### src/rtl/core/msvf_pkg.sv
// Package for the memory snapshot value filter: config, job and result types,
// register indexes, compare codes and the window decode helpers.
// No dependencies.
package msvf_pkg;

  // Register indexes on the config write channel
  localparam logic [2:0] REG_WINDOW_BYTES  = 3'd0;
  localparam logic [2:0] REG_NUMBER_FORMAT = 3'd1;
  localparam logic [2:0] REG_COMPARE_OP    = 3'd2;
  localparam logic [2:0] REG_COMPARE_SRC   = 3'd3;
  localparam logic [2:0] REG_REFERENCE     = 3'd4;
  localparam logic [2:0] REG_BASE_ADDR     = 3'd5;
  localparam logic [2:0] REG_OTHER_BASE    = 3'd6;

  // Compare operations; the two remaining codes never match
  localparam logic [2:0] OP_LT = 3'd0;
  localparam logic [2:0] OP_LE = 3'd1;
  localparam logic [2:0] OP_GT = 3'd2;
  localparam logic [2:0] OP_GE = 3'd3;
  localparam logic [2:0] OP_EQ = 3'd4;
  localparam logic [2:0] OP_NE = 3'd5;

  // number_format bits
  localparam int FMT_BIG_BIT = 0;
  localparam int FMT_BCD_BIT = 1;

  localparam logic [31:0] BCD_HI_WEIGHT = 32'd10000;

  typedef struct packed {
    logic [2:0]  window_bytes;
    logic [1:0]  number_format;
    logic [2:0]  compare_op;
    logic        compare_source;
    logic [31:0] reference_value;
    logic [31:0] base_address;
    logic [31:0] other_base_address;
  } cfg_t;

  typedef struct packed {
    logic [31:0] main_win;
    logic [31:0] other_win;
    logic [2:0]  width;
    logic [31:0] addr;
    logic        last;
    logic        full;
  } job_t;

  typedef struct packed {
    logic [31:0] addr;
    logic        hit;
    logic        run_end;
  } result_t;

  // Clamp the programmed window size into 1..4
  function automatic logic [2:0] eff_width(logic [2:0] w);
    logic [2:0] r;
    case (w)
      3'd0: r = 3'd1;
      3'd1: r = 3'd1;
      3'd2: r = 3'd2;
      3'd3: r = 3'd3;
      default: r = 3'd4;
    endcase
    return r;
  endfunction

  // Newest byte sits in the low byte of the window. Big-endian keeps the
  // lower w bytes as they stand, little-endian reverses them.
  function automatic logic [31:0] order_bytes(logic [31:0] win, logic [2:0] w, logic big);
    logic [31:0] v;
    if (big) begin
      case (w)
        3'd1: v = win & 32'h000000ff;
        3'd2: v = win & 32'h0000ffff;
        3'd3: v = win & 32'h00ffffff;
        default: v = win;
      endcase
    end else begin
      case (w)
        3'd1: v = {24'h0, win[7:0]};
        3'd2: v = {16'h0, win[7:0], win[15:8]};
        3'd3: v = {8'h0, win[7:0], win[15:8], win[23:16]};
        default: v = {win[7:0], win[15:8], win[23:16], win[31:24]};
      endcase
    end
    return v;
  endfunction

  // Weighted sum of four nibbles, digits above nine taken as they stand
  function automatic logic [14:0] bcd_quad(logic [15:0] n);
    logic [14:0] s;
    s = 15'(n[3:0]) + 15'(n[7:4]) * 15'd10 + 15'(n[11:8]) * 15'd100
      + 15'(n[15:12]) * 15'd1000;
    return s;
  endfunction

endpackage

### src/rtl/core/msvf_front.sv
// Front end of the value filter: takes snapshot bytes, shifts the windows,
// tracks fill count and window start address, and queues one job per byte.
// Depends on msvf_pkg.
module msvf_front (
  input  logic               clk,
  input  logic               rst,
  input  msvf_pkg::cfg_t     cfg,
  input  logic               push,
  input  logic [7:0]         snapshot_byte,
  input  logic [7:0]         other_byte,
  input  logic               last_byte,
  input  logic               q_full,
  output logic               q_push,
  output msvf_pkg::job_t     q_data
);
  import msvf_pkg::*;

  logic [31:0] main_window;
  logic [31:0] other_window;
  logic [2:0]  fill_count;
  logic [31:0] window_start_address;

  logic [2:0]  w;
  logic [31:0] start;
  logic [2:0]  fill_next;
  logic [31:0] addr_next;

  always_comb begin
    w     = eff_width(cfg.window_bytes);
    start = (fill_count == 3'd0) ? cfg.base_address : window_start_address;
    if (fill_count < w) begin
      fill_next = fill_count + 3'd1;
      addr_next = start;
    end else begin
      // window already full: slide by one byte
      fill_next = w;
      addr_next = start + 32'd1;
    end
  end

  assign q_push = push && !q_full;

  always_comb begin
    q_data.main_win  = {main_window[23:0], snapshot_byte};
    q_data.other_win = {other_window[23:0], other_byte};
    q_data.width     = w;
    q_data.addr      = addr_next;
    q_data.last      = last_byte;
    q_data.full      = (fill_next >= w);
  end

  always_ff @(posedge clk) begin
    if (rst) begin
      main_window          <= '0;
      other_window         <= '0;
      fill_count           <= '0;
      window_start_address <= '0;
    end else if (q_push) begin
      main_window          <= q_data.main_win;
      other_window         <= q_data.other_win;
      window_start_address <= addr_next;
      fill_count           <= last_byte ? 3'd0 : fill_next;
    end
  end

endmodule

### src/rtl/core/msvf_queue.sv
// Job queue between the front and back ends of the value filter.
// Depends on msvf_pkg.
module msvf_queue #(
  parameter int DEPTH = 4
) (
  input  logic           clk,
  input  logic           rst,
  input  logic           wr_en,
  input  msvf_pkg::job_t wr_data,
  output logic           full,
  input  logic           rd_en,
  output msvf_pkg::job_t rd_data,
  output logic           valid
);
  import msvf_pkg::*;

  localparam int PTR_W = (DEPTH > 1) ? $clog2(DEPTH) : 1;
  localparam int CNT_W = $clog2(DEPTH + 1);
  localparam logic [PTR_W-1:0] LAST_PTR = PTR_W'(DEPTH - 1);

  job_t             mem [DEPTH];
  logic [PTR_W-1:0] wr_ptr;
  logic [PTR_W-1:0] rd_ptr;
  logic [CNT_W-1:0] count;

  logic do_wr;
  logic do_rd;

  assign full    = (count == CNT_W'(DEPTH));
  assign valid   = (count != '0);
  assign do_wr   = wr_en && !full;
  assign do_rd   = rd_en && valid;
  assign rd_data = mem[rd_ptr];

  always_ff @(posedge clk) begin
    if (do_wr) begin
      mem[wr_ptr] <= wr_data;
    end
  end

  always_ff @(posedge clk) begin
    if (rst) begin
      wr_ptr <= '0;
      rd_ptr <= '0;
      count  <= '0;
    end else begin
      if (do_wr) begin
        wr_ptr <= (wr_ptr == LAST_PTR) ? '0 : wr_ptr + PTR_W'(1);
      end
      if (do_rd) begin
        rd_ptr <= (rd_ptr == LAST_PTR) ? '0 : rd_ptr + PTR_W'(1);
      end
      if (do_wr && !do_rd) begin
        count <= count + CNT_W'(1);
      end else if (do_rd && !do_wr) begin
        count <= count - CNT_W'(1);
      end
    end
  end

endmodule

### src/rtl/core/msvf_back.sv
// Back end of the value filter: byte ordering and BCD partial sums, BCD
// combine, compare, and a two-entry result buffer toward the output ports.
// Depends on msvf_pkg.
module msvf_back (
  input  logic           clk,
  input  logic           rst,
  input  msvf_pkg::cfg_t cfg,
  input  logic           q_valid,
  input  msvf_pkg::job_t q_data,
  output logic           q_pop,
  input  logic           pop,
  output logic           empty,
  output logic [31:0]    match_address,
  output logic           hit,
  output logic           run_end
);
  import msvf_pkg::*;

  // stage 1: ordered bytes and BCD half sums
  logic        v1;
  logic [31:0] s1_a_raw, s1_b_raw;
  logic [14:0] s1_a_lo, s1_a_hi, s1_b_lo, s1_b_hi;
  logic [31:0] s1_addr;
  logic        s1_last, s1_full;

  // stage 2: decoded values
  logic        v2;
  logic [31:0] s2_a, s2_b;
  logic [31:0] s2_addr;
  logic        s2_last, s2_full;

  // result buffer
  result_t     res [2];
  logic        wr_ptr, rd_ptr;
  logic [1:0]  ocnt;

  logic [31:0] a_ord, b_ord;
  logic [31:0] a_bcd, b_bcd;
  logic [31:0] operand;
  logic        enable;
  logic        match;
  logic        produce;
  logic        pop_fire;
  logic        room;
  logic        adv2, load2, load1;
  result_t     res_in;

  always_comb begin
    a_ord = order_bytes(q_data.main_win, q_data.width, cfg.number_format[FMT_BIG_BIT]);
    b_ord = order_bytes(q_data.other_win, q_data.width, cfg.number_format[FMT_BIG_BIT]);
    a_bcd = 32'(s1_a_hi) * BCD_HI_WEIGHT + 32'(s1_a_lo);
    b_bcd = 32'(s1_b_hi) * BCD_HI_WEIGHT + 32'(s1_b_lo);
  end

  always_comb begin
    operand = cfg.compare_source ? s2_b : cfg.reference_value;
    enable  = s2_full && (!cfg.compare_source ||
                          (cfg.base_address == cfg.other_base_address));
    case (cfg.compare_op)
      OP_LT:   match = s2_a <  operand;
      OP_LE:   match = s2_a <= operand;
      OP_GT:   match = s2_a >  operand;
      OP_GE:   match = s2_a >= operand;
      OP_EQ:   match = s2_a == operand;
      OP_NE:   match = s2_a != operand;
      default: match = 1'b0;
    endcase
    res_in.hit     = enable && match;
    res_in.addr    = res_in.hit ? s2_addr : 32'd0;
    res_in.run_end = s2_last;
    produce        = res_in.hit || s2_last;
  end

  assign empty    = (ocnt == 2'd0);
  assign pop_fire = pop && !empty;
  assign room     = (ocnt != 2'd2) || pop_fire;
  // drop items that yield no result without waiting for buffer space
  assign adv2     = v2 && (!produce || room);
  assign load2    = v1 && (!v2 || adv2);
  assign load1    = q_valid && (!v1 || load2);
  assign q_pop    = load1;

  assign match_address = res[rd_ptr].addr;
  assign hit           = res[rd_ptr].hit;
  assign run_end       = res[rd_ptr].run_end;

  always_ff @(posedge clk) begin
    if (load1) begin
      s1_a_raw <= a_ord;
      s1_b_raw <= b_ord;
      s1_a_lo  <= bcd_quad(a_ord[15:0]);
      s1_a_hi  <= bcd_quad(a_ord[31:16]);
      s1_b_lo  <= bcd_quad(b_ord[15:0]);
      s1_b_hi  <= bcd_quad(b_ord[31:16]);
      s1_addr  <= q_data.addr;
      s1_last  <= q_data.last;
      s1_full  <= q_data.full;
    end
    if (load2) begin
      s2_a    <= cfg.number_format[FMT_BCD_BIT] ? a_bcd : s1_a_raw;
      s2_b    <= cfg.number_format[FMT_BCD_BIT] ? b_bcd : s1_b_raw;
      s2_addr <= s1_addr;
      s2_last <= s1_last;
      s2_full <= s1_full;
    end
    if (adv2 && produce) begin
      res[wr_ptr] <= res_in;
    end
  end

  always_ff @(posedge clk) begin
    if (rst) begin
      v1     <= 1'b0;
      v2     <= 1'b0;
      wr_ptr <= 1'b0;
      rd_ptr <= 1'b0;
      ocnt   <= 2'd0;
    end else begin
      if (load1) begin
        v1 <= 1'b1;
      end else if (load2) begin
        v1 <= 1'b0;
      end
      if (load2) begin
        v2 <= 1'b1;
      end else if (adv2) begin
        v2 <= 1'b0;
      end
      if (adv2 && produce) begin
        wr_ptr <= !wr_ptr;
      end
      if (pop_fire) begin
        rd_ptr <= !rd_ptr;
      end
      if ((adv2 && produce) && !pop_fire) begin
        ocnt <= ocnt + 2'd1;
      end else if (pop_fire && !(adv2 && produce)) begin
        ocnt <= ocnt - 2'd1;
      end
    end
  end

endmodule

### src/rtl/core/memory_snapshot_value_filter.sv
// Memory snapshot value filter, top level: config registers, front end,
// job queue and back end. Depends on msvf_pkg, msvf_front, msvf_queue, msvf_back.
// A byte taken passes the job queue, the ordering stage, the decode stage and the compare
// into the result buffer before its result shows on the output ports.
// Throughput: one byte per cycle, kept while the result side pops every cycle.
// Reset (synchronous, rst high) restores register defaults and empties all queues.
module memory_snapshot_value_filter #(
  parameter int QUEUE_DEPTH = 4
) (
  input  logic        clk,
  input  logic        rst,
  input  logic        push,
  output logic        full,
  input  logic [7:0]  snapshot_byte,
  input  logic [7:0]  other_byte,
  input  logic        last_byte,
  output logic        empty,
  input  logic        pop,
  output logic [31:0] match_address,
  output logic        hit,
  output logic        run_end,
  input  logic        cfg_valid,
  output logic        cfg_ready,
  input  logic [2:0]  cfg_index,
  input  logic [31:0] cfg_data
);
  import msvf_pkg::*;

  cfg_t cfg;
  logic q_push, q_full, q_pop, q_valid;
  job_t q_wr_data, q_rd_data;

  assign cfg_ready = 1'b1;

  always_ff @(posedge clk) begin
    if (rst) begin
      cfg.window_bytes       <= 3'd1;
      cfg.number_format      <= 2'd0;
      cfg.compare_op         <= OP_EQ;
      cfg.compare_source     <= 1'b0;
      cfg.reference_value    <= 32'd0;
      cfg.base_address       <= 32'd0;
      cfg.other_base_address <= 32'd0;
    end else if (cfg_valid && cfg_ready) begin
      case (cfg_index)
        REG_WINDOW_BYTES:  cfg.window_bytes       <= cfg_data[2:0];
        REG_NUMBER_FORMAT: cfg.number_format      <= cfg_data[1:0];
        REG_COMPARE_OP:    cfg.compare_op         <= cfg_data[2:0];
        REG_COMPARE_SRC:   cfg.compare_source     <= cfg_data[0];
        REG_REFERENCE:     cfg.reference_value    <= cfg_data;
        REG_BASE_ADDR:     cfg.base_address       <= cfg_data;
        REG_OTHER_BASE:    cfg.other_base_address <= cfg_data;
        default: ;
      endcase
    end
  end

  assign full = q_full;

  msvf_front u_front (
    .clk           (clk),
    .rst           (rst),
    .cfg           (cfg),
    .push          (push),
    .snapshot_byte (snapshot_byte),
    .other_byte    (other_byte),
    .last_byte     (last_byte),
    .q_full        (q_full),
    .q_push        (q_push),
    .q_data        (q_wr_data)
  );

  msvf_queue #(
    .DEPTH (QUEUE_DEPTH)
  ) u_queue (
    .clk     (clk),
    .rst     (rst),
    .wr_en   (q_push),
    .wr_data (q_wr_data),
    .full    (q_full),
    .rd_en   (q_pop),
    .rd_data (q_rd_data),
    .valid   (q_valid)
  );

  msvf_back u_back (
    .clk           (clk),
    .rst           (rst),
    .cfg           (cfg),
    .q_valid       (q_valid),
    .q_data        (q_rd_data),
    .q_pop         (q_pop),
    .pop           (pop),
    .empty         (empty),
    .match_address (match_address),
    .hit           (hit),
    .run_end       (run_end)
  );

endmodule

### config.mk
export PLATFORM = sky130hd
export DESIGN_NAME = memory_snapshot_value_filter
export DESIGN_NICKNAME = d
export VERILOG_FILES = /design/src/rtl/core/msvf_pkg.sv /design/src/rtl/core/msvf_front.sv /design/src/rtl/core/msvf_queue.sv /design/src/rtl/core/msvf_back.sv /design/src/rtl/core/memory_snapshot_value_filter.sv
export SDC_FILE = /design/constraint.sdc
export NUM_CORES = 2
export LEC_CHECK = 0
export BUFFER_PORTS_ARGS = -buffer_cell sky130_fd_sc_hd__buf_2
export CORE_ASPECT_RATIO = 0.7
export CORE_MARGIN = 1.5
export CORE_UTILIZATION = 68
export DETAILED_ROUTE_END_ITERATION = 16
export PLACE_DENSITY = 0.85
export SLEW_MARGIN = 20
export SYNTH_ARGS = -nofsm -noshare
export SYNTH_HDL_FRONTEND = slang
export SYNTH_SLANG_ARGS = --single-unit
### constraint.sdc
create_clock -name clk -period 33.1 [get_ports clk]
set_input_delay 6.62 -clock clk [delete_from_list [all_inputs] [get_ports clk]]
set_output_delay 6.62 -clock clk [all_outputs]
set_load 0.01 [all_outputs]
==> impl_metrics.env <==
export IMPL_outcome="complete, no violations"
export IMPL_synth_common_cells="sky130_fd_sc_hd__edfxtp_1, sky130_fd_sc_hd__nand2_1, sky130_fd_sc_hd__inv_1"
export IMPL_synthDominantCellAreaShare_pct=43.3
export IMPL_htreeDepth=3
export IMPL_clkTransAtPathRegs_ns=0.07
export IMPL_fp_dieH_um=230
export IMPL_crit_path_end_kind="flop"
export IMPL_seq_area_mm2=0.0258
export IMPL_chip_width_um=328
export IMPL_cts_post_setup_buffers_inserted=0
export IMPL_global_route_peak_usage_layer="met2"
export IMPL_full_die_area_mm2=0.0754
export IMPL_synth_cell_types=91
export IMPL_global_route_usage_met1_pct=47.0
export IMPL_postSynthRegisterBits=928
export IMPL_cp_slowest_stage_delay_ns=0.66
export IMPL_fin_tns_setup_ns=0
export IMPL_slew_violations=0
export IMPL_finalWorstSetupSlack_ns=23.65
export IMPL_min_period_over_period_pct=28.6
export IMPL_clock_skew_ns=0.0397
export IMPL_routed_wire_length_mm=122
export IMPL_count_of_placed_standard_cells_including_taps=5132
export IMPL_worst_ep_arrival_time_ns=9.69
export IMPL_netlist_instances=4175
export IMPL_number_of_global_route_vias_before_repair=32900
export IMPL_cts_tree="yes"
export IMPL_cts_path_max_buffers=3
export IMPL_asyncSetResetFlopFracSynth_pct=0
export IMPL_cap_violations=0
export IMPL_synthesis_area_per_instance_um2=12.0
export IMPL_placementRows=83
export IMPL_grt_max_degree=79
export IMPL_placement_setup_worst_slack_ns=23.25
export IMPL_synthMostInstantiatedCell="sky130_fd_sc_hd__edfxtp_1"
export IMPL_synth_top_flop_cell="sky130_fd_sc_hd__edfxtp_1"
export IMPL_finish_cell_count_without_fillers=5294
export IMPL_fmax_ghz=0.106
export IMPL_hold_path_class="reg -> reg"
export IMPL_final_net_count=4814
export IMPL_fillerInstances=4424
export IMPL_rsz0062_at_grt="no"
export IMPL_tightest_slew_ns=1.13
export IMPL_finalHoldViolations=0
export IMPL_numCtsBuffers=84
export IMPL_slew_limit_headroom_pct=24.9
export IMPL_multiInputGateArea_mm2=0.0222
export IMPL_synth_yosys_seq_area_share_pct=51.5
export IMPL_crit_required_ns=33.34
export IMPL_pin_count=94
export IMPL_postCtsResizedCells=0
export IMPL_gp_congestion=0.898
export IMPL_hpwl_mm=83.6
export IMPL_count_of_warnings_emitted_by_yosys=0
export IMPL_synth_top_area_cell="sky130_fd_sc_hd__edfxtp_1"
export IMPL_netlist_area_mm2=0.0502
export IMPL_cts_hold_buffers_added=0
export IMPL_startpoint_type="primary input"
export IMPL_detailroute_via_count=33500
export IMPL_grt_usage_pct=32.6
export IMPL_groute_layer_met3_usage_pct=6.27
export IMPL_drc_violations_left=0
export IMPL_drt_pass1_iter_count=8
export IMPL_detail_route_wl_per_cell_um=23.0
export IMPL_cts_root_buf="sky130_fd_sc_hd__clkbuf_16"
export IMPL_grt_pass1_wl_mm=188
export IMPL_final_antenna_net_count=0
export IMPL_setup_worst_path_class="in -> reg"
export IMPL_clkSinkCount=928
export IMPL_area_growth_synth_to_final_pct=8.59
export IMPL_design_core_area_mm2=0.0732
export IMPL_crit_fanout=77
export IMPL_grt_residual_overflow=0
export IMPL_critPathSlowestCell="sky130_fd_sc_hd__o21ai_1"
export IMPL_timing_final_setup_violations=0
export IMPL_post_synth_main_area_contributors="sky130_fd_sc_hd__edfxtp_1, sky130_fd_sc_hd__ha_1, sky130_fd_sc_hd__dfxtp_1"
export IMPL_worst_skew_pair_late_latency_ns=0.67
export IMPL_global_route_usage_met2_pct=49.9
export IMPL_layout_cell_share_with_drive_strength_beyond_1_pct=12.0
export IMPL_postLayoutCoreUtil_pct=74.4
export IMPL_post_route_min_period_ns=9.45
export IMPL_initial_core_util_pct=68.5
export IMPL_critPathMostFrequentCell="sky130_fd_sc_hd__buf_4"
export IMPL_antenna_violations_before_repair=6
export IMPL_mappedNetlistNets=4746
export IMPL_drt_iter0_drc=4125
export IMPL_cells_along_the_critical_path="buf_2, nor3b_1, nand2_1, or2_2, o21ai_1, a21oi_4, buf_4, buf_16, buf_4"
export IMPL_synth_edf_count=724
export IMPL_avgViaCountPerCell=6.34
export IMPL_io_buffer_count=92
layer usage:
layer,vias to the layer above,share of wire (%)
li1,14900,-
met1,16300,40
met2,1996,45
met3,333,12
met4,6,3.5
met5,-,0.028
final timing paths:
kind,slack [ns],cells past startpoint,start,to
hold / removal,0.43,0,u_back.s1_addr[29]$_DFFE_PP_,u_back.s2_addr[29]$_DFFE_PP_
hold reg to reg,0.43,0,u_back.s1_addr[29]$_DFFE_PP_,u_back.s2_addr[29]$_DFFE_PP_
setup reg to reg,24.73,23,flop,u_back.s1_b_lo[13]$_DFFE_PP_
setup / recovery,23.65,9,pop,u_back.s1_b_hi[12]$_DFFE_PP_
cells in the final DEF, fill, tap and decap left out, types with 16 or more instances in the layout:
| cell | synthesis | final |
|---|---|---|
| sky130_fd_sc_hd__nor2b_1 | 27 | 25 |
| sky130_fd_sc_hd__nand2_1 | 500 | 500 |
| sky130_fd_sc_hd__edfxtp_1 | 724 | 724 |
| sky130_fd_sc_hd__buf_2 | 26 | 91 |
| sky130_fd_sc_hd__o21ai_0 | 110 | 110 |
| sky130_fd_sc_hd__dfxtp_1 | 204 | 199 |
| sky130_fd_sc_hd__nor2_1 | 198 | 193 |
| sky130_fd_sc_hd__inv_1 | 416 | 416 |
| sky130_fd_sc_hd__o211ai_1 | 18 | 18 |
| sky130_fd_sc_hd__fa_1 | 135 | 135 |
| sky130_fd_sc_hd__mux4_2 | 96 | 96 |
| sky130_fd_sc_hd__a21boi_0 | 16 | 16 |
| sky130_fd_sc_hd__a21oi_1 | 313 | 312 |
| sky130_fd_sc_hd__and3_1 | 20 | 20 |
| sky130_fd_sc_hd__mux2i_1 | 93 | 93 |
| sky130_fd_sc_hd__a21o_1 | 45 | 45 |
| sky130_fd_sc_hd__nand3_1 | 54 | 54 |
| sky130_fd_sc_hd__clkinv_2 | 0 | 25 |
| sky130_fd_sc_hd__buf_4 | 6 | 40 |
| sky130_fd_sc_hd__clkbuf_16 | 0 | 87 |
| sky130_fd_sc_hd__a22oi_1 | 21 | 21 |
| sky130_fd_sc_hd__and2_1 | 44 | 40 |
| sky130_fd_sc_hd__nand2b_1 | 23 | 22 |
| sky130_fd_sc_hd__xor2_1 | 99 | 99 |
| sky130_fd_sc_hd__mux2_2 | 76 | 76 |
| sky130_fd_sc_hd__nand4_1 | 22 | 22 |
| sky130_fd_sc_hd__nor4_1 | 16 | 16 |
| sky130_fd_sc_hd__clkbuf_1 | 103 | 16 |
| sky130_fd_sc_hd__ha_1 | 379 | 379 |
| sky130_fd_sc_hd__xnor2_1 | 131 | 131 |
| sky130_fd_sc_hd__nor3_1 | 38 | 37 |
stage by stage:
stage | area (µm²) | hold slack, ns
after floorplan | 50200 | 0.400
after global placement | 51600 | 0.401
after detailed placement | 51600 | 0.405
after CTS | 54400 | 0.428
after global routing | 54500 | 0.428
final | 54500 | 0.426
final cells by class:
class                      instances  area share (%)
clock inverter                    51           0.953
tap                              977            2.24
timing repair buffer             134            1.50
inverter                         417            2.88
sequential                       928            47.4
antenna                            2         0.00919
multi-input combinational       2678            40.8
clock buffer                     107            4.21
sequential cells by signal, indices dropped and copies added, names as in the netlist, 24 cells and up, named ones only:
signal and flops:
cfg 105, u_back.res 68, u_back.s1_a_raw 30, u_back.s1_addr 32, u_back.s1_b_raw 30, u_back.s2_a 32
u_back.s2_addr 32, u_back.s2_b 32, u_front.main_window 24, u_front.other_window 24, u_front.window_start_address 32, u_queue.mem 404
worst max-delay path, delay by kind of cell:
family | cells | cell delay (ns)
AND/OR/NAND/NOR | 3 | 1.00
AO/OA/AOI/OAI | 2 | 0.77
buffers and inverters | 4 | 1.13
logic make-up after synthesis:
family	after synthesis	synth area share [%]
other cells	1	0.00747
xor+xnor	231	4.05
mux	273	8.24
flops	928	51.5
compound gates	661	8.04
buf+inv	569	4.40
fa+ha+maj	514	14.8
simple gates	998	8.96
Power is left out: the tool's default activity adds up to more than one toggle a clock period on the data nets, which glitch-free logic cannot reach.
